## config.mk

```make
export PLATFORM = sky130hd
export DESIGN_NAME = multi_queue_message_deque_core
export DESIGN_NICKNAME = d
export VERILOG_FILES = /design/src/hdl/mqmd_pkg.sv /design/src/hdl/mqmd_ctrl.sv /design/src/hdl/mqmd_datapath.sv /design/src/hdl/multi_queue_message_deque_core.sv
export SDC_FILE = /design/constraint.sdc
export NUM_CORES = 2
export LEC_CHECK = 0
export BUFFER_PORTS_ARGS = -buffer_cell sky130_fd_sc_hd__buf_2
export CAP_MARGIN = 20
export CORE_UTILIZATION = 57
export DETAILED_ROUTE_END_ITERATION = 16
export PLACE_DENSITY = 0.7
export SLEW_MARGIN = 10
export SYNTH_ARGS = -nofsm -noshare
export SYNTH_HDL_FRONTEND = slang
export SYNTH_SLANG_ARGS = --single-unit
```

## constraint.sdc

```tcl
create_clock -name i_clk -period 6.1 [get_ports i_clk]
set_input_delay 0.61 -clock i_clk [delete_from_list [all_inputs] [get_ports i_clk]]
set_output_delay 0.61 -clock i_clk [all_outputs]
set_load 0.03 [all_outputs]
```

## src/hdl/mqmd_pkg.sv

```systemverilog
// Package for the multi-queue message deque: sizes, request and status codes,
// controller state type and the command and status bundles.
// No dependencies.
package mqmd_pkg;

    localparam int QUEUE_COUNT   = 4;
    localparam int QUEUE_DEPTH   = 16;
    localparam int MESSAGE_WIDTH = 16;

    localparam int REQ_W    = 3;
    localparam int QIN_W    = 8;
    localparam int STATUS_W = 3;
    localparam int CNT_W    = 5;
    localparam int QIDX_W   = $clog2(QUEUE_COUNT);
    localparam int POS_W    = $clog2(QUEUE_DEPTH);
    localparam int ADDR_W   = QIDX_W + POS_W;
    localparam int MEM_DEPTH = QUEUE_COUNT * QUEUE_DEPTH;

    localparam int CFG_IDX_W  = 3;
    localparam int CFG_DATA_W = 5;
    localparam logic [CFG_IDX_W-1:0] CFG_ENABLE   = 3'd0;
    localparam logic [CFG_IDX_W-1:0] CFG_CAP_BASE = 3'd1;

    localparam logic [REQ_W-1:0] REQ_POST_BACK  = 3'd0;
    localparam logic [REQ_W-1:0] REQ_POST_FRONT = 3'd1;
    localparam logic [REQ_W-1:0] REQ_TAKE       = 3'd2;
    localparam logic [REQ_W-1:0] REQ_FLUSH      = 3'd3;
    localparam logic [REQ_W-1:0] REQ_QUERY      = 3'd4;

    localparam logic [STATUS_W-1:0] ST_OK          = 3'd0;
    localparam logic [STATUS_W-1:0] ST_BAD_INDEX   = 3'd1;
    localparam logic [STATUS_W-1:0] ST_NULL_OR_OFF = 3'd2;
    localparam logic [STATUS_W-1:0] ST_FULL        = 3'd3;
    localparam logic [STATUS_W-1:0] ST_EMPTY       = 3'd4;

    typedef enum logic [1:0] {
        S_IDLE,
        S_EXEC,
        S_DONE
    } t_state;

    typedef struct packed {
        logic load_req;
        logic exec;
        logic push;
    } t_dp_cmd;

    typedef struct packed {
        logic out_free;
    } t_dp_stat;

endpackage

```

## src/hdl/mqmd_ctrl.sv

```systemverilog
// Controller state machine for the multi-queue message deque.
// Depends on mqmd_pkg; drives the datapath through t_dp_cmd.
module mqmd_ctrl
    import mqmd_pkg::*;
(
    input  logic     i_clk,
    input  logic     i_rst_n,
    input  logic     i_in_valid,
    output logic     o_in_ready,
    input  t_dp_stat i_stat,
    output t_dp_cmd  o_cmd
);

    t_state r_state;
    t_state n_state;

    always_ff @(posedge i_clk) begin
        if (!i_rst_n) begin
            r_state <= S_IDLE;
        end else begin
            r_state <= n_state;
        end
    end

    always_comb begin
        n_state    = r_state;
        o_in_ready = 1'b0;
        o_cmd      = '0;
        unique case (r_state)
            S_IDLE: begin
                o_in_ready = 1'b1;
                if (i_in_valid) begin
                    o_cmd.load_req = 1'b1;
                    n_state        = S_EXEC;
                end
            end
            S_EXEC: begin
                o_cmd.exec = 1'b1;
                n_state    = S_DONE;
            end
            S_DONE: begin
                if (i_stat.out_free) begin
                    o_cmd.push = 1'b1;
                    o_in_ready = 1'b1;
                    if (i_in_valid) begin
                        o_cmd.load_req = 1'b1;
                        n_state        = S_EXEC;
                    end else begin
                        n_state = S_IDLE;
                    end
                end
            end
            default: begin
                n_state = S_IDLE;
            end
        endcase
    end

endmodule

```

## src/hdl/mqmd_datapath.sv

```systemverilog
// Datapath of the multi-queue message deque: configuration registers, queue
// pointers and counts, the shared message store and the result register.
// Depends on mqmd_pkg; controlled by mqmd_ctrl through t_dp_cmd.
module mqmd_datapath
    import mqmd_pkg::*;
(
    input  logic                     i_clk,
    input  logic                     i_rst_n,
    input  logic                     i_cfg_we,
    input  logic [CFG_IDX_W-1:0]     i_cfg_index,
    input  logic [CFG_DATA_W-1:0]    i_cfg_data,
    input  logic [REQ_W-1:0]         i_req_type,
    input  logic [QIN_W-1:0]         i_queue_index,
    input  logic [MESSAGE_WIDTH-1:0] i_message_in,
    input  t_dp_cmd                  i_cmd,
    output t_dp_stat                 o_stat,
    output logic                     o_out_valid,
    input  logic                     i_out_ready,
    output logic [STATUS_W-1:0]      o_status,
    output logic [MESSAGE_WIDTH-1:0] o_message_out,
    output logic [CNT_W-1:0]         o_entry_count
);

    logic [QUEUE_COUNT-1:0] r_enable;
    logic [CNT_W-1:0]       r_cap    [QUEUE_COUNT];
    logic [POS_W-1:0]       r_rd_pos [QUEUE_COUNT];
    logic [POS_W-1:0]       r_wr_pos [QUEUE_COUNT];
    logic [CNT_W-1:0]       r_occ    [QUEUE_COUNT];

    logic [REQ_W-1:0]         r_req;
    logic [QIN_W-1:0]         r_qin;
    logic [MESSAGE_WIDTH-1:0] r_msg;

    logic [MESSAGE_WIDTH-1:0] r_mem [MEM_DEPTH];
    logic [MESSAGE_WIDTH-1:0] r_rd_data;

    logic [STATUS_W-1:0] r_res_status;
    logic [CNT_W-1:0]    r_res_count;
    logic                r_res_take;

    logic                     r_out_valid;
    logic [STATUS_W-1:0]      r_out_status;
    logic [MESSAGE_WIDTH-1:0] r_out_msg;
    logic [CNT_W-1:0]         r_out_count;

    logic                bad_index;
    logic [QIDX_W-1:0]   q;
    logic [CNT_W-1:0]    cap;
    logic [CNT_W-1:0]    occ;
    logic [POS_W-1:0]    rdp;
    logic [POS_W-1:0]    wrp;
    logic [CNT_W-1:0]    wr_inc;
    logic [CNT_W-1:0]    rd_inc;
    logic [POS_W-1:0]    front_pos;
    logic                is_post;
    logic [STATUS_W-1:0] n_status;
    logic [CNT_W-1:0]    n_occ;
    logic [POS_W-1:0]    n_rdp;
    logic [POS_W-1:0]    n_wrp;
    logic                mem_we;
    logic [POS_W-1:0]    mem_wr_pos;
    logic                take_ok;
    logic                cap_sel;
    logic [QIDX_W-1:0]   cap_q;
    logic [CFG_IDX_W-1:0] cap_off;

    assign bad_index = (r_qin >= QIN_W'(QUEUE_COUNT));
    assign q         = r_qin[QIDX_W-1:0];
    assign cap       = (r_cap[q] > CNT_W'(QUEUE_DEPTH)) ? CNT_W'(QUEUE_DEPTH) : r_cap[q];
    assign occ       = r_occ[q];
    assign rdp       = r_rd_pos[q];
    assign wrp       = r_wr_pos[q];
    assign wr_inc    = {1'b0, wrp} + CNT_W'(1);
    assign rd_inc    = {1'b0, rdp} + CNT_W'(1);
    assign front_pos = (rdp == '0) ? POS_W'(cap - CNT_W'(1)) : rdp - POS_W'(1);
    assign is_post   = (r_req == REQ_POST_BACK) || (r_req == REQ_POST_FRONT);

    assign cap_off = i_cfg_index - CFG_CAP_BASE;
    assign cap_sel = (i_cfg_index >= CFG_CAP_BASE) &&
                     (i_cfg_index < CFG_CAP_BASE + CFG_IDX_W'(QUEUE_COUNT));
    assign cap_q   = cap_off[QIDX_W-1:0];

    always_comb begin
        n_status   = ST_OK;
        n_occ      = occ;
        n_rdp      = rdp;
        n_wrp      = wrp;
        mem_we     = 1'b0;
        mem_wr_pos = wrp;
        take_ok    = 1'b0;
        priority if (is_post && (r_msg == '0)) begin
            n_status = ST_NULL_OR_OFF;
        end else if ((r_req <= REQ_FLUSH) && !r_enable[q]) begin
            n_status = ST_NULL_OR_OFF;
        end else if (is_post) begin
            if (occ >= cap) begin
                n_status = ST_FULL;
            end else if (r_req == REQ_POST_BACK) begin
                mem_we     = 1'b1;
                mem_wr_pos = wrp;
                n_wrp      = (wr_inc >= cap) ? '0 : wr_inc[POS_W-1:0];
                n_occ      = occ + CNT_W'(1);
            end else begin
                mem_we     = 1'b1;
                mem_wr_pos = front_pos;
                n_rdp      = front_pos;
                n_occ      = occ + CNT_W'(1);
            end
        end else if (r_req == REQ_TAKE) begin
            if (occ == '0) begin
                n_status = ST_EMPTY;
            end else begin
                take_ok = 1'b1;
                n_rdp   = (rd_inc >= cap) ? '0 : rd_inc[POS_W-1:0];
                n_occ   = occ - CNT_W'(1);
            end
        end else if (r_req == REQ_FLUSH) begin
            n_occ = '0;
            n_rdp = '0;
            n_wrp = '0;
        end
    end

    always_ff @(posedge i_clk) begin
        if (!i_rst_n) begin
            r_enable <= '0;
            for (int i = 0; i < QUEUE_COUNT; i++) begin
                r_cap[i]    <= '0;
                r_rd_pos[i] <= '0;
                r_wr_pos[i] <= '0;
                r_occ[i]    <= '0;
            end
        end else if (i_cfg_we) begin
            if (i_cfg_index == CFG_ENABLE) begin
                r_enable <= i_cfg_data[QUEUE_COUNT-1:0];
            end else if (cap_sel) begin
                r_cap[cap_q]    <= i_cfg_data;
                r_rd_pos[cap_q] <= '0;
                r_wr_pos[cap_q] <= '0;
                r_occ[cap_q]    <= '0;
            end
        end else if (i_cmd.exec && !bad_index) begin
            r_rd_pos[q] <= n_rdp;
            r_wr_pos[q] <= n_wrp;
            r_occ[q]    <= n_occ;
        end
    end

    always_ff @(posedge i_clk) begin
        if (i_cmd.load_req) begin
            r_req <= i_req_type;
            r_qin <= i_queue_index;
            r_msg <= i_message_in;
        end
    end

    always_ff @(posedge i_clk) begin
        if (i_cmd.exec && !bad_index && mem_we) begin
            r_mem[{q, mem_wr_pos}] <= r_msg;
        end
        if (i_cmd.exec) begin
            r_rd_data <= r_mem[{q, rdp}];
        end
    end

    always_ff @(posedge i_clk) begin
        if (i_cmd.exec) begin
            if (bad_index) begin
                r_res_status <= ST_BAD_INDEX;
                r_res_count  <= '0;
                r_res_take   <= 1'b0;
            end else begin
                r_res_status <= n_status;
                r_res_count  <= n_occ;
                r_res_take   <= take_ok;
            end
        end
    end

    assign o_stat.out_free = !r_out_valid || i_out_ready;

    always_ff @(posedge i_clk) begin
        if (!i_rst_n) begin
            r_out_valid <= 1'b0;
        end else if (i_cmd.push) begin
            r_out_valid <= 1'b1;
        end else if (i_out_ready) begin
            r_out_valid <= 1'b0;
        end
    end

    always_ff @(posedge i_clk) begin
        if (i_cmd.push) begin
            r_out_status <= r_res_status;
            r_out_msg    <= r_res_take ? r_rd_data : '0;
            r_out_count  <= r_res_count;
        end
    end

    assign o_out_valid   = r_out_valid;
    assign o_status      = r_out_status;
    assign o_message_out = r_out_msg;
    assign o_entry_count = r_out_count;

`ifndef SYNTHESIS
    a_occ_within_cap: assert property (@(posedge i_clk) disable iff (!i_rst_n)
        (i_cmd.exec && !bad_index) |-> (occ <= cap))
        else $error("Queue occupancy exceeds its capacity.");
    a_push_shows_result: assert property (@(posedge i_clk) disable iff (!i_rst_n)
        i_cmd.push |=> o_out_valid)
        else $error("Pushed result is not presented.");
    a_fail_no_message: assert property (@(posedge i_clk) disable iff (!i_rst_n)
        (o_out_valid && (o_status != ST_OK)) |-> (o_message_out == '0))
        else $error("Failed request returns a message.");
    a_bad_index_zero_count: assert property (@(posedge i_clk) disable iff (!i_rst_n)
        (o_out_valid && (o_status == ST_BAD_INDEX)) |-> (o_entry_count == '0))
        else $error("Invalid index returns a nonzero count.");
`endif

endmodule

```

## src/hdl/multi_queue_message_deque_core.sv

```systemverilog
// Top level of the multi-queue message deque.
// Depends on mqmd_pkg, mqmd_ctrl and mqmd_datapath.
//
// Four ring-buffer message queues of up to 16 entries share one 64-word
// message store. Each request (post back, post front, take, flush, query)
// returns one item with a status, the message taken and the count afterward.
// A request passes the execute state (store access, pointer and count
// update) and the done state, where the registered store read reaches the
// result register. A new item is accepted in the cycle its predecessor's
// result is loaded, so items pass without an idle state while the result
// side keeps up. Configuration writes take effect at once and must be made
// while the block is idle; writing a capacity register empties that queue.
module multi_queue_message_deque_core
    import mqmd_pkg::*;
(
    input  logic                     i_clk,
    input  logic                     i_rst_n,
    input  logic                     i_cfg_we,
    input  logic [CFG_IDX_W-1:0]     i_cfg_index,
    input  logic [CFG_DATA_W-1:0]    i_cfg_data,
    input  logic                     i_in_valid,
    output logic                     o_in_ready,
    input  logic [REQ_W-1:0]         i_req_type,
    input  logic [QIN_W-1:0]         i_queue_index,
    input  logic [MESSAGE_WIDTH-1:0] i_message_in,
    output logic                     o_out_valid,
    input  logic                     i_out_ready,
    output logic [STATUS_W-1:0]      o_status,
    output logic [MESSAGE_WIDTH-1:0] o_message_out,
    output logic [CNT_W-1:0]         o_entry_count
);

    t_dp_cmd  dp_cmd;
    t_dp_stat dp_stat;

    mqmd_ctrl u_ctrl (
        .i_clk      (i_clk),
        .i_rst_n    (i_rst_n),
        .i_in_valid (i_in_valid),
        .o_in_ready (o_in_ready),
        .i_stat     (dp_stat),
        .o_cmd      (dp_cmd)
    );

    mqmd_datapath u_datapath (
        .i_clk         (i_clk),
        .i_rst_n       (i_rst_n),
        .i_cfg_we      (i_cfg_we),
        .i_cfg_index   (i_cfg_index),
        .i_cfg_data    (i_cfg_data),
        .i_req_type    (i_req_type),
        .i_queue_index (i_queue_index),
        .i_message_in  (i_message_in),
        .i_cmd         (dp_cmd),
        .o_stat        (dp_stat),
        .o_out_valid   (o_out_valid),
        .i_out_ready   (i_out_ready),
        .o_status      (o_status),
        .o_message_out (o_message_out),
        .o_entry_count (o_entry_count)
    );

endmodule

```

==> qor.csv <==
stage,metric,value,unit
synthesis,async set-reset flop share out of synthesis,0,
cts,total CTS buffers,116,
routing,first-pass iteration count of the detailed router,5,
synthesis,Gate Count Post-Synth,2661,
sta,RSZ-0062 raised after global routing,no,
cts,Max clock buf depth,3,
power_and_ir_drop,Total Power,18.15,mW
cells_and_area,Area Overhead vs Synth,12.34,%
cts,CTS resizes,0,
floorplanning,die width,289.8,µm
cts,Root Buffer,clkbuf_16,
cells_and_area,fill count,5572,
cts,# clock sinks,1181,
routing,WL/cell,29.27,µm
place,I/O Buffers,65,
grt,GRT Overall Usage,0.2802,
floorplanning,Die H,289.8,µm
cells_and_area,fraction of layout cells with a size suffix above 1,0.1916,
synthesis,YS warnings,0,
power_and_ir_drop,Pleak,17.34,nW
floorplanning,die area,84010,µm²
sta,Tcrit/Tclk final,0.8417,
synthesis,"EDFF count, synth",1172,
sta,clock skew,35.15,ps
routing,1st-iter DRT viols,3028,
routing,via/cell ratio,6.494,
worst_hold_path,worst min-delay path class,primary input to flip-flop,
cts,insertion delay to the later sink of the worst-skew pair,700,ps
routing,drt total wl,116.7,mm
floorplanning,io pins,66,
sta,Slew @ Worst Pin,1249,ps
critical_path,critical path type,flip-flop to flip-flop,
cts,# hold bufs at CTS,0,
sta,max-slew violations,0,
synthesis,Most used DFF post-synth,edfxtp_1,
cts,post-CTS setup buffers,0,
critical_path,element type at the critical path end,flip-flop,
cells_and_area,Antenna diodes,0,
routing,Antenna Nets Post-Route,0,
synthesis,Post-Syn Area,47230,µm²
power_and_ir_drop,Pwr per Cell Area,342.1,nW/µm²
power_and_ir_drop,Max VDD drop,0.2524,mV
synthesis,Synth Area per Inst,17.75,µm²
routing,via count,25899,
synthesis,#FFs+latches synth,1181,
grt,initial antenna violation count,2,
sta,Max Freq,0.1948,GHz
grt,GR Util met2,0.4482,
routing,DRC,0,
grt,largest net degree at the start of global routing,177,
grt,GR Util met1,0.3870,
synthesis,syn_nets,2721,
cells_and_area,register area,35370,µm²
cells_and_area,fin nets,2879,
place,RePlAce Congestion,0.9019,
grt,most used routing layer,met2,
synthesis,sequential area share after synthesis,0.7490,
grt,Congestion Overflow GR,0,
floorplanning,area of the core,81980,µm²
cts,htree depth,3,
synthesis,Netlist cell types,87,
cells_and_area,Multi-input gate area,11030,µm²
critical_path,Startpoint Class,flip-flop,
grt,vias in the first global route,25943,
cts,CTS tree,built,
sta,Hold Fails Final Rpt,0,
grt,first-pass GRT wire length,171.9,mm
critical_path,Critical Path AT,5430,ps
sta,final setup fails,0,
sta,setup TNS,0,ps
sta,minimum clock period,5135,ps
critical_path,"Req. time, crit path",6400,ps
floorplanning,Initial Utilization,0.5761,
floorplanning,Std-Cell Rows,105,
place,DPL Wire Length,70.64,mm
job,MaxCap Viol Count,0,
critical_path,critical path peak fanout,139,
sta,Worst slew margin,0.1456,
grt,GR Util met3,0.05147,
outcome,status,"finished, final reports clean",
cts,clk slew on worst S/H paths,70,ps
-- final timing paths --
check	depth (start not counted)	from	slack, ps	endpoint
setup reg to reg	11	flip-flop	970	u_datapath.r_rd_data[2]
hold / removal	1	i_queue_index[7]	90	u_datapath.r_qin[7]
setup / recovery	11	flip-flop	970	u_datapath.r_rd_data[2]
hold reg to reg	0	u_datapath.r_res_status[2]	420	u_datapath.o_status[2]
-- cells by family after synthesis --
family,after synthesis,share of synthesized area
flops,1181,0.7490
compound gates,364,0.06364
buf+inv,173,0.01825
simple gates,663,0.06870
mux,252,0.09355
fa+ha+maj,21,0.005511
xor+xnor,7,0.001298
-- metal layers --
layer	wire (µm)	share of wire
met1	45990	0.39
met2	56460	0.48
met3	9813	0.084
met4	4459	0.038
met5	0	0
-- registers in the layout (all words and copies together) (netlist names), 4 cells and up, named ones only --
register,cells
u_datapath.r_msg,16
u_datapath.r_res_count,5
u_datapath.r_rd_pos,16
u_datapath.r_occ,20
u_datapath.r_wr_pos,16
u_datapath.r_mem,1024
u_datapath.r_qin,8
u_datapath.o_message_out,16
u_datapath.r_enable,4
u_datapath.r_rd_data,16
u_datapath.r_cap,20
u_datapath.o_entry_count,5
-- cell type report --
type / instances / area share
Sequential cell: 1181 / 0.6668
Multi-Input combinational cell: 1307 / 0.2080
Clock buffer: 137 / 0.05660
Tap cell: 1070 / 0.02524
Timing Repair Buffer: 192 / 0.02514
Clock inverter: 80 / 0.01649
Inverter: 21 / 0.001769
-- cell usage after synthesis, drive strengths merged (8+ instances only) --
| cell | instances | area, µm² |
|---|---|---|
| dfxtp | 9 | 180.2 |
| nor4 | 48 | 306.5 |
| clkbuf | 70 | 264.0 |
| a21oi | 19 | 98.85 |
| mux2i | 96 | 960.9 |
| o21ai | 16 | 83.83 |
| a211oi | 76 | 575.6 |
| edfxtp | 1172 | 35190 |
| and3 | 56 | 350.3 |
| nor2 | 124 | 465.5 |
| a22o | 44 | 385.4 |
| nand2 | 274 | 1028 |
| buf | 82 | 519.3 |
| a311oi | 81 | 726.9 |
| a21o | 8 | 60.06 |
| nand2b | 13 | 81.33 |
| ha | 20 | 250.2 |
| o22ai | 11 | 68.82 |
| a31oi | 10 | 93.84 |
| nand4 | 8 | 135.1 |
| a2111oi | 12 | 111.4 |
| nor3 | 27 | 146.4 |
| inv | 20 | 75.07 |
| o221ai | 38 | 332.8 |
| mux4 | 150 | 3378 |
| and2 | 35 | 219.0 |
| nor2b | 54 | 337.8 |
-- power breakdown --
part	internal, mW	leakage [nW]	switching, mW
clock network	4.23	1.88	3.01
registers	8.99	10.7	0.0297
logic	0.618	4.74	1.27
total	13.8	17.3	4.31
-- critical path, stage by stage (launching register included) --
cell and delay [ps]:
dfxtp_1 630, buf_4 300, mux2_4 330, buf_4 280, inv_8 400, buf_12 650
nor2b_1 120, a211oi_1 320, a311oi_1 150, nor4_1 880, o22a_1 260, o221ai_1 250
-- per-stage QoR --
step                      instance area, µm²  hold slack [ps]  instances  worst slack (ps)  utilization
after floorplan                        47230            400.3       2661              1662            -
after global placement                 49090            407.6       3764             739.9       0.5989
after detailed placement               49150            408.4       3768             820.1       0.5996
after CTS                              53030            61.41       3985             788.3       0.6469
after global routing                   53050            68.45       3988             695.2       0.6471
final                                  53050            86.85       3988             965.4       0.6471
-- layout by cell type, fill, tap and decap left out, types with 6 or more instances in the layout --
cell       synthesis  routed
edfxtp_1        1172    1172
buf_4             32     122
o22ai_1           11      11
mux4_2           150     150
mux2i_1           96      96
a21o_1             8       8
nand3_1            6       6
nor2_2             0       6
and2_1            35      35
and3_1            56      56
nor4_1            47      47
o221ai_1          38      38
a311oi_1          80      80
nor2b_1           54      52
inv_1             18      18
buf_2             31      65
ha_1              20      20
clkbuf_16          0     117
clkbuf_1          69      20
clkinv_1           1      31
nor2_1           124     117
a21oi_1           18      18
nor3_1            26      26
o211ai_1           6       6
a2111oi_0         11      11
a22o_1            44      44
a211oi_1          75      75
bufinv_16          0      17
clkinv_2           0      19
nand2_1          274     274
o21ai_0           11      11
dfxtp_1            9       9
nand2b_1          13      13
Note: power is estimated with default switching activity, not from simulation.
